==> src/hdl/audio_range_cache_lookup_core_macros.svh <==
// Assertion helpers for the range cache.
`ifndef AUDIO_RANGE_CACHE_LOOKUP_CORE_MACROS_SVH
`define AUDIO_RANGE_CACHE_LOOKUP_CORE_MACROS_SVH
`ifndef SYNTH
`define ARC_ASSERT_IMPL(lbl, clk, rstn, a, c) \
  lbl: assert property (@(posedge clk) disable iff (!rstn) (a) |-> (c)) \
    else $error("assertion failed");
`define ARC_ASSERT_NEXT(lbl, clk, rstn, a, c) \
  lbl: assert property (@(posedge clk) disable iff (!rstn) (a) |=> (c)) \
    else $error("assertion failed");
`else
`define ARC_ASSERT_IMPL(lbl, clk, rstn, a, c)
`define ARC_ASSERT_NEXT(lbl, clk, rstn, a, c)
`endif
`endif

==> src/hdl/arcl_divider.sv <==
// Restoring divider, one quotient bit a cycle.
module arcl_divider (
  input  logic        clk,
  input  logic        rst_n,
  input  logic        go,
  input  logic [31:0] dividend,
  input  logic [6:0]  divisor,
  output logic        done,
  output logic [31:0] quotient
);
  logic [31:0] q_r;
  logic [6:0]  rem_r, d_r;
  logic [5:0]  cnt_r;
  logic        run_r, done_r;
  logic [7:0]  trial;

  assign trial = {rem_r, q_r[31]};
  assign done = done_r;
  assign quotient = q_r;

  always_ff @(posedge clk) begin
    if (!rst_n) begin
      run_r <= 1'b0;
      done_r <= 1'b0;
      cnt_r <= '0;
    end else begin
      done_r <= 1'b0;
      if (go) begin
        run_r <= 1'b1;
        cnt_r <= '0;
        q_r <= dividend;
        rem_r <= '0;
        d_r <= divisor;
      end else if (run_r) begin
        if (trial >= {1'b0, d_r}) begin
          rem_r <= 7'(trial - {1'b0, d_r});
          q_r <= {q_r[30:0], 1'b1};
        end else begin
          rem_r <= trial[6:0];
          q_r <= {q_r[30:0], 1'b0};
        end
        cnt_r <= cnt_r + 6'd1;
        if (cnt_r == 6'd31) begin
          run_r <= 1'b0;
          done_r <= 1'b1;
        end
      end
    end
  end
endmodule

==> config.mk <==
export PLATFORM = sky130hd
export DESIGN_NAME = arcl_divider
export DESIGN_NICKNAME = d
export VERILOG_FILES = /design/src/hdl/audio_range_cache_lookup_core_macros.svh /design/src/hdl/arcl_divider.sv
export SDC_FILE = /design/constraint.sdc
export NUM_CORES = 1
export LEC_CHECK = 0
export ABC_AREA = 1
export BUFFER_PORTS_ARGS = -buffer_cell sky130_fd_sc_hd__buf_2
export CAP_MARGIN = 20
export CORE_MARGIN = 2
export CORE_UTILIZATION = 40
export CTS_CLUSTER_SIZE = 28
export DETAILED_ROUTE_END_ITERATION = 8
export SYNTH_ARGS = -nofsm -noshare
export SYNTH_HDL_FRONTEND = slang
export SYNTH_SLANG_ARGS = --single-unit
export TNS_END_PERCENT = 20
==> constraint.sdc <==
create_clock -name clk -period 2.9 [get_ports clk]
set_input_delay 0.145 -clock clk [delete_from_list [all_inputs] [get_ports clk]]
set_output_delay 0.145 -clock clk [all_outputs]
set_load 0.01 [all_outputs]
==> impl_metrics.json <==
{
  "overflow": 0,
  "synth_compound_area_share_pct": 3.233,
  "max_freq_mhz": 505.1,
  "leakage_uw": 0.001591,
  "hold_viol_final": 0,
  "hpwl_um": 4073,
  "dp_cells": 449,
  "crit_type": "flip-flop to flip-flop",
  "routed_via_density": 4.586,
  "post_cts_buffers": 0,
  "cts.path.max_buffers": 2,
  "remaining_drc_errors": 0,
  "tns_ps": 0,
  "relSlewSlack_pct": 57.75,
  "wirelength_um": 5560,
  "cts_root_buffer": "clkbuf_8",
  "wl_per_cell_um": 12.17,
  "crit_top_cell": "nand2_1",
  "max_cap_violations": 0,
  "cp_num_buf_inv": 2,
  "core_mm2": 0.006386,
  "num_vias": 2096,
  "yosys_register_bits": 54,
  "dieArea_mm2": 0.007344,
  "hold_depth": 1,
  "p_per_area_mw_per_mm2": 545.0,
  "io_buffer_count": 74,
  "clock_latency_ps": 300,
  "setup_viol": 0,
  "num_io_pins": 75,
  "synth-xor-area-share_pct": 0.6560,
  "fp.dieH_um": 85.70,
  "grt_pass1_vias": 2026,
  "die_x_um": 85.70,
  "final_max_slew_viol_count": 0,
  "worst_ep_required_time_ps": 3060,
  "worst_pin_slew_ps": 632.9,
  "start_kind": "flip-flop",
  "cts_made_buffers": 5,
  "yosysUniqueCellTypes": 23,
  "num_rows": 29,
  "worst_r2r_startpoint": "quotient[31]",
  "clk_pin_slew_ps": 100,
  "layout.cells.non_filler": 457,
  "grt_pass1_wl_um": 9384,
  "cp_top_family": "simple AND/OR/NAND/NOR gates",
  "layout_common_cells": "135 x nand2_1, 74 x buf_2, 46 x edfxtp_1",
  "grt_usage_pct": 16.16,
  "grt_antenna_before_repair": 0,
  "ant_nets": 0,
  "skew_ps": 7.665,
  "synth_top_family_by_area": "simple AND/OR/NAND/NOR gates",
  "cpPeakStageDelay_ps": 410,
  "ir_drop_mv": 0.3054,
  "ctsResizeCount": 0,
  "rsz0062_at_grt": "false",
  "crit_path_end_kind": "flip-flop",
  "h-tree-depth": 2,
  "synth_seq_area_share_pct": 57.73,
  "syn_nets": 357,
  "rr_worst_depth": 12,
  "final_common_cell": "nand2_1",
  "holdCritPathClass": "primary input to flip-flop",
  "synth_adder_area_share_pct": 4.499,
  "arrival_ps": 2140,
  "whs_endpoint": "d_r[5]",
  "synth-simple-area-share_pct": 27.32,
  "start_util_pct": 41.81,
  "fin_nets": 430,
  "hold_buffers": 0,
  "synth_cells": 306,
  "fin_util_pct": 49.94,
  "place_congestion": 0.8525,
  "cts_tree": "done",
  "diodes": 0,
  "grt_max_degree": 41,
  "worstPathMaxFanout": 7,
  "path_cells": "inv_1 > ha_1 > fa_1 > inv_1 > nand2_1 > nand2_1 > nand2_1 > nand2_1 > nand2_1 > nand3_1 > nand2_1 > nor2_1",
  "drive_above_1_share_pct": 23.16,
  "slowest_stage": "fa_1",
  "status": "completed",
  "post-route-min-period_ps": 1980,
  "ys_warn_count": 0,
  "first_pass_iters": 4,
  "syn_to_final_growth_pct": 19.45,
  "drt-initial-drc-count": 146,
  "finalCritPeriodShare_pct": 68.27,
  "muxShareOfSynthArea_pct": 0,
  "cts_sinks": 54,
  "min-delay-start": "divisor[5]",
  "r2r-end": "rem_r[3]",
  "syn_area_per_cell_um2": 8.726,
  "reg2reg_slack_ps": 920,
  "synth_area_mm2": 0.002670
}
==> cell type report <==
cell class | instances | area [µm²]
Clock inverter | 2 | 8.758
Sequential cell | 54 | 1541
Multi-Input combinational cell | 207 | 953.4
Fill cell | 642 | 3197
Tap cell | 77 | 96.34
Inverter | 35 | 131.4
Clock buffer | 6 | 72.57
Timing Repair Buffer | 76 | 385.4
==> per-stage QoR <==
step                total power, µW  cell area, µm²  hold slack [ps]  setup slack (ps)
floorplan                      1235            2670            243.9              1034
global placement               1356            3108            322.5             993.8
detailed placement             1362            3108            323.6             917.0
CTS                            1764            3189            1.604             886.8
global route                   1843            3189            5.116             677.1
finish                         1738            3189            15.19             920.1
==> logic make-up after synthesis <==
logic type	after synthesis
AO/OA/AOI/OAI	14
XOR/XNOR	2
AND/OR/NAND/NOR	182
flip-flops	54
buffers and inverters	45
adder cells (fa/ha/maj)	9
==> how the worst max path moves through the flow <==
| stage | end | from | cells after the start | slack [ps] |
|---|---|---|---|---|
| after CTS | rem_r[6] | quotient[31] | 12 | 890 |
| after global routing | rem_r[6] | quotient[31] | 12 | 680 |
| after detailed placement | rem_r[6] | quotient[31] | 12 | 920 |
| final | rem_r[3] | quotient[31] | 12 | 920 |
| after global placement | rem_r[0] | quotient[31] | 12 | 990 |
| after floorplan | quotient[0] | run_r | 3 | 1030 |
==> registers in the layout, summed over array words and instances (netlist names) <==
| name | cells |
|---|---|
| run_r | 1 |
| done | 1 |
| cnt_r | 6 |
| quotient | 32 |
| rem_r | 7 |
| d_r | 7 |
==> cells in the mapped netlist <==
cell      count  area share, %
fa_1          1           0.75
edfxtp_1     46             52
nor3_1        4           0.75
buf_2         5           0.94
and3_1        1           0.23
ha_1          8            3.7
inv_2         3           0.42
o21a_1        2           0.56
nand2_2       1           0.23
a21oi_4       1           0.61
buf_1         1           0.14
clkbuf_1      4           0.56
inv_1        32            4.5
nand4_1       3           0.70
o21ai_1       4           0.75
nor2_1       21            3.0
a21oi_1       7            1.3
nand2_1     135             19
nand3_1      15            2.8
or2_1         1           0.23
xnor2_1       2           0.66
nor2_4        1           0.42
dfxtp_1       8            6.0
==> where the power goes <==
group / switching (µW) / internal, µW
Sequential: 33.3 / 927
Combinational: 233 / 146
Clock: 232 / 167
Total: 498 / 1240
==> worst reg2reg max path, stage by stage (launching register included) <==
cell and delay [ps]:
edfxtp_1 350, inv_1 60, ha_1 220, fa_1 410, inv_1 90, nand2_1 50, nand2_1 80, nand2_1 80
nand2_1 60, nand2_1 150, nand3_1 120, nand2_1 50, nor2_1 120
==> per-layer routing <==
layer,routed length [µm],global-route usage (%),vias to the layer above
met2,2697,25.64,51
met1,2464,21.75,925
met4,80,5.916,0
li1,-,-,1116
met3,319,3.754,4
met5,0,0,-
No activity file was read; power rests on OpenSTA's default activity.
