[config.mk]
export PLATFORM = sky130hd
export DESIGN_NAME = arcl_cell
export DESIGN_NICKNAME = d
export VERILOG_FILES = /design/src/hdl/audio_range_cache_lookup_core_macros.svh /design/src/hdl/arcl_pkg.sv /design/src/hdl/arcl_cell.sv
export SDC_FILE = /design/constraint.sdc
export NUM_CORES = 1
export LEC_CHECK = 0
export ABC_AREA = 1
export BUFFER_PORTS_ARGS = -buffer_cell sky130_fd_sc_hd__buf_2
export CORE_AREA = 2 2 166 168
export CTS_CLUSTER_DIAMETER = 80
export CTS_CLUSTER_SIZE = 30
export DETAILED_ROUTE_END_ITERATION = 10
export DIE_AREA = 0 0 168 170
export PLACE_DENSITY = 0.5
export SYNTH_ARGS = -nofsm -noshare
export SYNTH_HDL_FRONTEND = slang
export SYNTH_SLANG_ARGS = --single-unit
export TNS_END_PERCENT = 10
[constraint.sdc]
create_clock -name clk -period 1.7 [get_ports clk]
set_clock_uncertainty 0.15 [all_clocks]
set_input_delay 0.085 -clock clk [delete_from_list [all_inputs] [get_ports clk]]
set_output_delay 0.085 -clock clk [all_outputs]
set_load 0.02 [all_outputs]
[src/hdl/audio_range_cache_lookup_core_macros.svh]
// Assertion helpers for the range cache.
`ifndef AUDIO_RANGE_CACHE_LOOKUP_CORE_MACROS_SVH
`define AUDIO_RANGE_CACHE_LOOKUP_CORE_MACROS_SVH
`ifndef SYNTH
`define ARC_ASSERT_IMPL(lbl, clk, rstn, a, c) \
  lbl: assert property (@(posedge clk) disable iff (!rstn) (a) |-> (c)) \
    else $error("assertion failed");
`define ARC_ASSERT_NEXT(lbl, clk, rstn, a, c) \
  lbl: assert property (@(posedge clk) disable iff (!rstn) (a) |=> (c)) \
    else $error("assertion failed");
`else
`define ARC_ASSERT_IMPL(lbl, clk, rstn, a, c)
`define ARC_ASSERT_NEXT(lbl, clk, rstn, a, c)
`endif
`endif

[src/hdl/arcl_pkg.sv]
package arcl_pkg;
  localparam int unsigned DepthDef = 64;
  localparam int unsigned MtfDist = 16;
  localparam logic [31:0] MaxBlockReset = 32'd23040000;
  localparam logic [47:0] CapacityReset = 48'd1073741824;
  localparam logic [0:0] CfgMaxBlock = 1'b0;
  localparam logic [0:0] CfgCapacity = 1'b1;

  typedef struct packed {
    logic        valid;
    logic [15:0] source;
    logic [39:0] start;
    logic [39:0] fin;
    logic [31:0] bytes;
    logic [7:0]  slot;
  } entry_t;

  // Chain command to every cell
  typedef enum logic [1:0] {
    CMD_HOLD  = 2'd0,
    CMD_SHIFT = 2'd1,
    CMD_PUSH  = 2'd2,
    CMD_DROP  = 2'd3
  } cmd_t;

  typedef struct packed {
    cmd_t        cmd;
    logic [8:0]  limit;
    entry_t      head;
  } chain_ctl_t;
endpackage

[src/hdl/arcl_cell.sv]
// One list position. Shift acts on positions up to limit, push on every
// position; drop clears the position equal to limit.
module arcl_cell #(
  parameter int unsigned POS = 0
) (
  input  logic                clk,
  input  logic                rst_n,
  input  arcl_pkg::chain_ctl_t ctl,
  input  arcl_pkg::entry_t    prev,
  output arcl_pkg::entry_t    cur
);
  import arcl_pkg::*;
  entry_t e_r, e_nxt;
  logic [8:0] pos9;

  assign pos9 = 9'(POS);
  assign cur = e_r;

  always_comb begin
    e_nxt = e_r;
    case (ctl.cmd)
      CMD_SHIFT: if (pos9 <= ctl.limit) e_nxt = (pos9 == 9'd0) ? ctl.head : prev;
      CMD_PUSH:  e_nxt = (pos9 == 9'd0) ? ctl.head : prev;
      CMD_DROP:  if (pos9 == ctl.limit) e_nxt.valid = 1'b0;
      default:   e_nxt = e_r;
    endcase
  end

  always_ff @(posedge clk) begin
    if (!rst_n) begin
      e_r <= '0;
    end else begin
      e_r <= e_nxt;
    end
  end
endmodule

==> impl_summary.md <==
Status
The run finished with clean final reports.

CTS
The maximum number of buffers from clock root to sink is 2. Clock tree synthesis selected as its root buffer the cell clkbuf_16. The number of clock buffers inserted by TritonCTS is 17. TritonCTS built the clock tree. The clock drives 137 sinks. The clock tree synthesis step divided the H-tree into 4 levels. For the worst-skew pair, the clock arrives at the later sink with an insertion delay of 0.41 ns. Clock-pin slew was measured on the worst setup and hold paths at 0.06 ns.

Global route
The total grt overflow is 0. The number of global-route vias before repair is around 5.6k. The first global-routing pass estimated 28330 um of wire. The maximum number of pins on one net before global-route repair is 138.

The overall fraction of global-route tracks in use is approximately an eighth. The number of antenna violations at the first check in global routing is 0.

Placement
The half-perimeter wire length after detailed placement is 10590 um. In this run the tool buffered the top-level ports with 286 buffer cells. Routability-driven placement finished with a final weighted congestion of 0.7392.

Setup path
The category of the critical setup timing path is primary input to register. The peak per-stage delay on the critical path is 0.55 ns. The largest fanout on the critical path is 2.

Across all register-to-register paths, the minimum setup slack is roughly 0.85 ns. The signal on the critical path passes through dlygate4sd3_1 -> buf_2 -> nor2_1 -> dlygate4sd3_1 -> nand2_1 -> nor2_1 -> nand2_1 -> a21oi_1 -> nor2_1. For the worst setup path, the data arrival time is 1.75 ns. The cell with the most instances on the worst path is nor2_1. The category of the worst setup path capture point is a register.

The slowest stage of the critical path belongs to the cell dlygate4sd3_1. Data on the critical path is required at its endpoint by roughly 1.9 ns. The worst setup path is launched from a primary input.

Die
From bottom edge to top edge, the die measures 170 um. The initial utilization of the core area, before any placement, comes to 18.78%. The floorplan step defined a die boundary enclosing 0.02856 mm^2. The floorplan step defined a core boundary enclosing roughly 0.027 mm^2.

Measured along the x axis, the die boundary spans around 170 um. Row generation in the floorplan step produced 60 rows. For this design the top-level I/O count stands at roughly 420.

Synthesis
The post-synthesis cell type count is 19. The synthesized netlist occupies a cell area of 0.005005 mm^2. The number of warning messages in the yosys log is 0. The largest family of logic cells by synthesized area is simple AND/OR/NAND/NOR gates. Of the post-synthesis cell area, the part taken by muxes is 0%. The adder-cell share of the synthesized area is 0%. Counting every net in the synthesized netlist gives 901.

Summing the areas of all compound-gate instances in the mapped netlist gives 13.85% of the synthesized area. Sequential elements use 54.80% of the synthesized area. The post-synthesis average cell area is between 8 and 9 um^2. The synthesized design contains 137 register bits. The xor-xnor portion of the synthesized cell area is 0%. After technology mapping, the gate count stands at 614. The simple-gate share of the synthesized area is 23.60%.

Detailed routing
After detailed routing, the number of vias per cell comes to 3.966. The routed wire length per instance is 12.80 um. The first detailed-routing pass ran for 4 iterations. The via total after detailed routing is 5509. For this run, design rule violations remaining after detail routing come to 0. The final wirelength is between 15000 and 20000 um. The number of DRC markers in iteration 0 is 220. Once detail routing completed, the nets flagged for antenna violations numbered 0.

Timing
For the pin with the worst max-slew slack, the measured transition is between 0.5 and 0.6 ns. Of the available clock period, the critical path in the final layout requires 93.94%. The post-route setup TNS is 0 ns. The number of pins exceeding their max-slew limit in the final report was 0. The tightest hold path in the finished design has a slack of 0.1074 ns. Setup repair after global routing left no endpoint under its margin.

The final count of hold timing violations was 0. Static timing analysis puts the maximum clock frequency at 626.2 MHz. The relative max-transition margin is 62.48%. The final setup violation count is 0. Subtracting the final worst setup slack from the clock period gives between 1.5 and 2 ns.

Cells and area
The growth of design area from synthesis to finish is 76.40%. The register with the most flip-flops in the layout has 137 of them. After the last flow step, the layout net total stands at 1322. The filler cell count in the final layout is 2727. The ratio of cells with drive above 1 in the final layout is a little over a third. 0 antenna diodes ended up in the layout.

Run
Across the run, the number of max-cap violations was 0.

Power
Power spread over the standard cell area amounts to about 1000 mW/mm^2. VDD sags by at most 0.4963 mV. The reported leakage power is 4.249 nW.

Min path
The tightest min-delay check is of the primary input to register type.
==> synth_stat cells <==
master,n,area share [%]
clkbuf_1,27,2.0
nand3_1,1,0.10
a21oi_1,1,0.10
buf_1,1,0.075
nor2_1,238,18
buf_6,5,1.1
nand2_1,7,0.53
inv_2,1,0.075
inv_6,1,0.18
nor2_2,40,5.0
dfxtp_1,137,55
buf_12,5,2.0
buf_2,1,0.10
o21ai_1,12,1.2
nand2_2,1,0.13
inv_1,5,0.38
a21boi_0,1,0.15
o21ai_0,124,12
buf_8,6,1.8
==> cell usage in the layout, fill, tap and decap left out <==
cell type / synthesis / final
inv_1: 5 / 5
inv_2: 1 / 1
clkinv_2: 0 / 2
clkinvlp_4: 0 / 2
nand3_1: 1 / 1
o21ai_0: 124 / 124
o21ai_1: 12 / 12
bufinv_16: 0 / 3
clkinv_4: 0 / 3
dfxtp_1: 137 / 137
clkbuf_16: 0 / 17
nand2_4: 0 / 1
nor2_1: 238 / 238
clkbuf_8: 0 / 1
buf_2: 1 / 285
a21boi_0: 1 / 1
buf_4: 0 / 4
buf_12: 5 / 10
nor2_2: 40 / 40
a21oi_1: 1 / 1
dlygate4sd3_1: 0 / 148
inv_6: 1 / 4
nand2_1: 7 / 7
clkbuf_1: 27 / 1
==> worst paths after layout <==
kind	from	end	cells after the start
setup reg to reg	cur[9]$_SDFFE_PN0P_	cur[9]$_SDFFE_PN0P_	2
setup / recovery	ctl[141]	cur[136]$_SDFFE_PN0P_	9
hold reg to reg	cur[72]$_SDFFE_PN0P_	cur[72]$_SDFFE_PN0P_	2
hold / removal	rst_n	cur[80]$_SDFFE_PN0P_	4
==> critical path, delay by kind of cell <==
family	cells	cell delay [ns]
buffers and inverters	3	1.21
AOI/OAI and AO/OA	1	0.12
and+or+nand+nor	5	0.33
==> report_power, final <==
part           leakage [nW]  internal (mW)  total [mW]  switching (mW)
sequential             1.14           3.49        3.61           0.122
combinational          2.82          0.755        1.74           0.986
clock                 0.294           2.37        3.88            1.52
==> routing by layer <==
metal | GRT usage (%) | up-vias | share of wire (%)
li1 | - | 2800 | -
met1 | 13.64 | 2467 | 43
met2 | 22.10 | 229 | 48
met3 | 4.907 | 13 | 8.6
met4 | 3.516 | 0 | 1.2
met5 | 0 | - | 0
==> layout make-up <==
type	instances	area (um^2)	area share, %
clock buffer	19	442.9	5.017
inverter	7	31.28	0.3543
clock inverter	13	167.7	1.899
multi-input combinational	425	1879	21.29
sequential	137	2743	31.07
timing repair buffer	447	3138	35.54
tap	341	426.7	4.833
==> stage by stage <==
| stage | power (mW) | setup WS [ns] | cells | area, um^2 | util [%] |
|---|---|---|---|---|---|
| after CTS | 9.388 | 0.1430 | 1389 | 8828 | 33.13 |
| after floorplan | 4.549 | 0.6328 | 614 | 5005 | - |
| final | 9.230 | 0.1031 | 1389 | 8828 | 33.13 |
| after global placement | 5.135 | 0.2953 | 1209 | 6736 | 25.28 |
| after detailed placement | 5.140 | 0.2849 | 1209 | 6736 | 25.28 |
| after global routing | 9.722 | 0.01567 | 1389 | 8828 | 33.13 |
==> what timing repair did <==
| item | CTS | global route |
|---|---|---|
| endpoints found under the hold margin | 137 | 0 |
| setup buffers | 0 | 0 |
| hold buffers | 148 | 0 |
| resized for setup | 0 | 0 |
==> cells by family after synthesis <==
family | Yosys count
and+or+nand+nor | 287
AOI/OAI and AO/OA | 138
buffers and inverters | 52
DFF | 137
No activity file was read; power rests on OpenSTA's default activity.
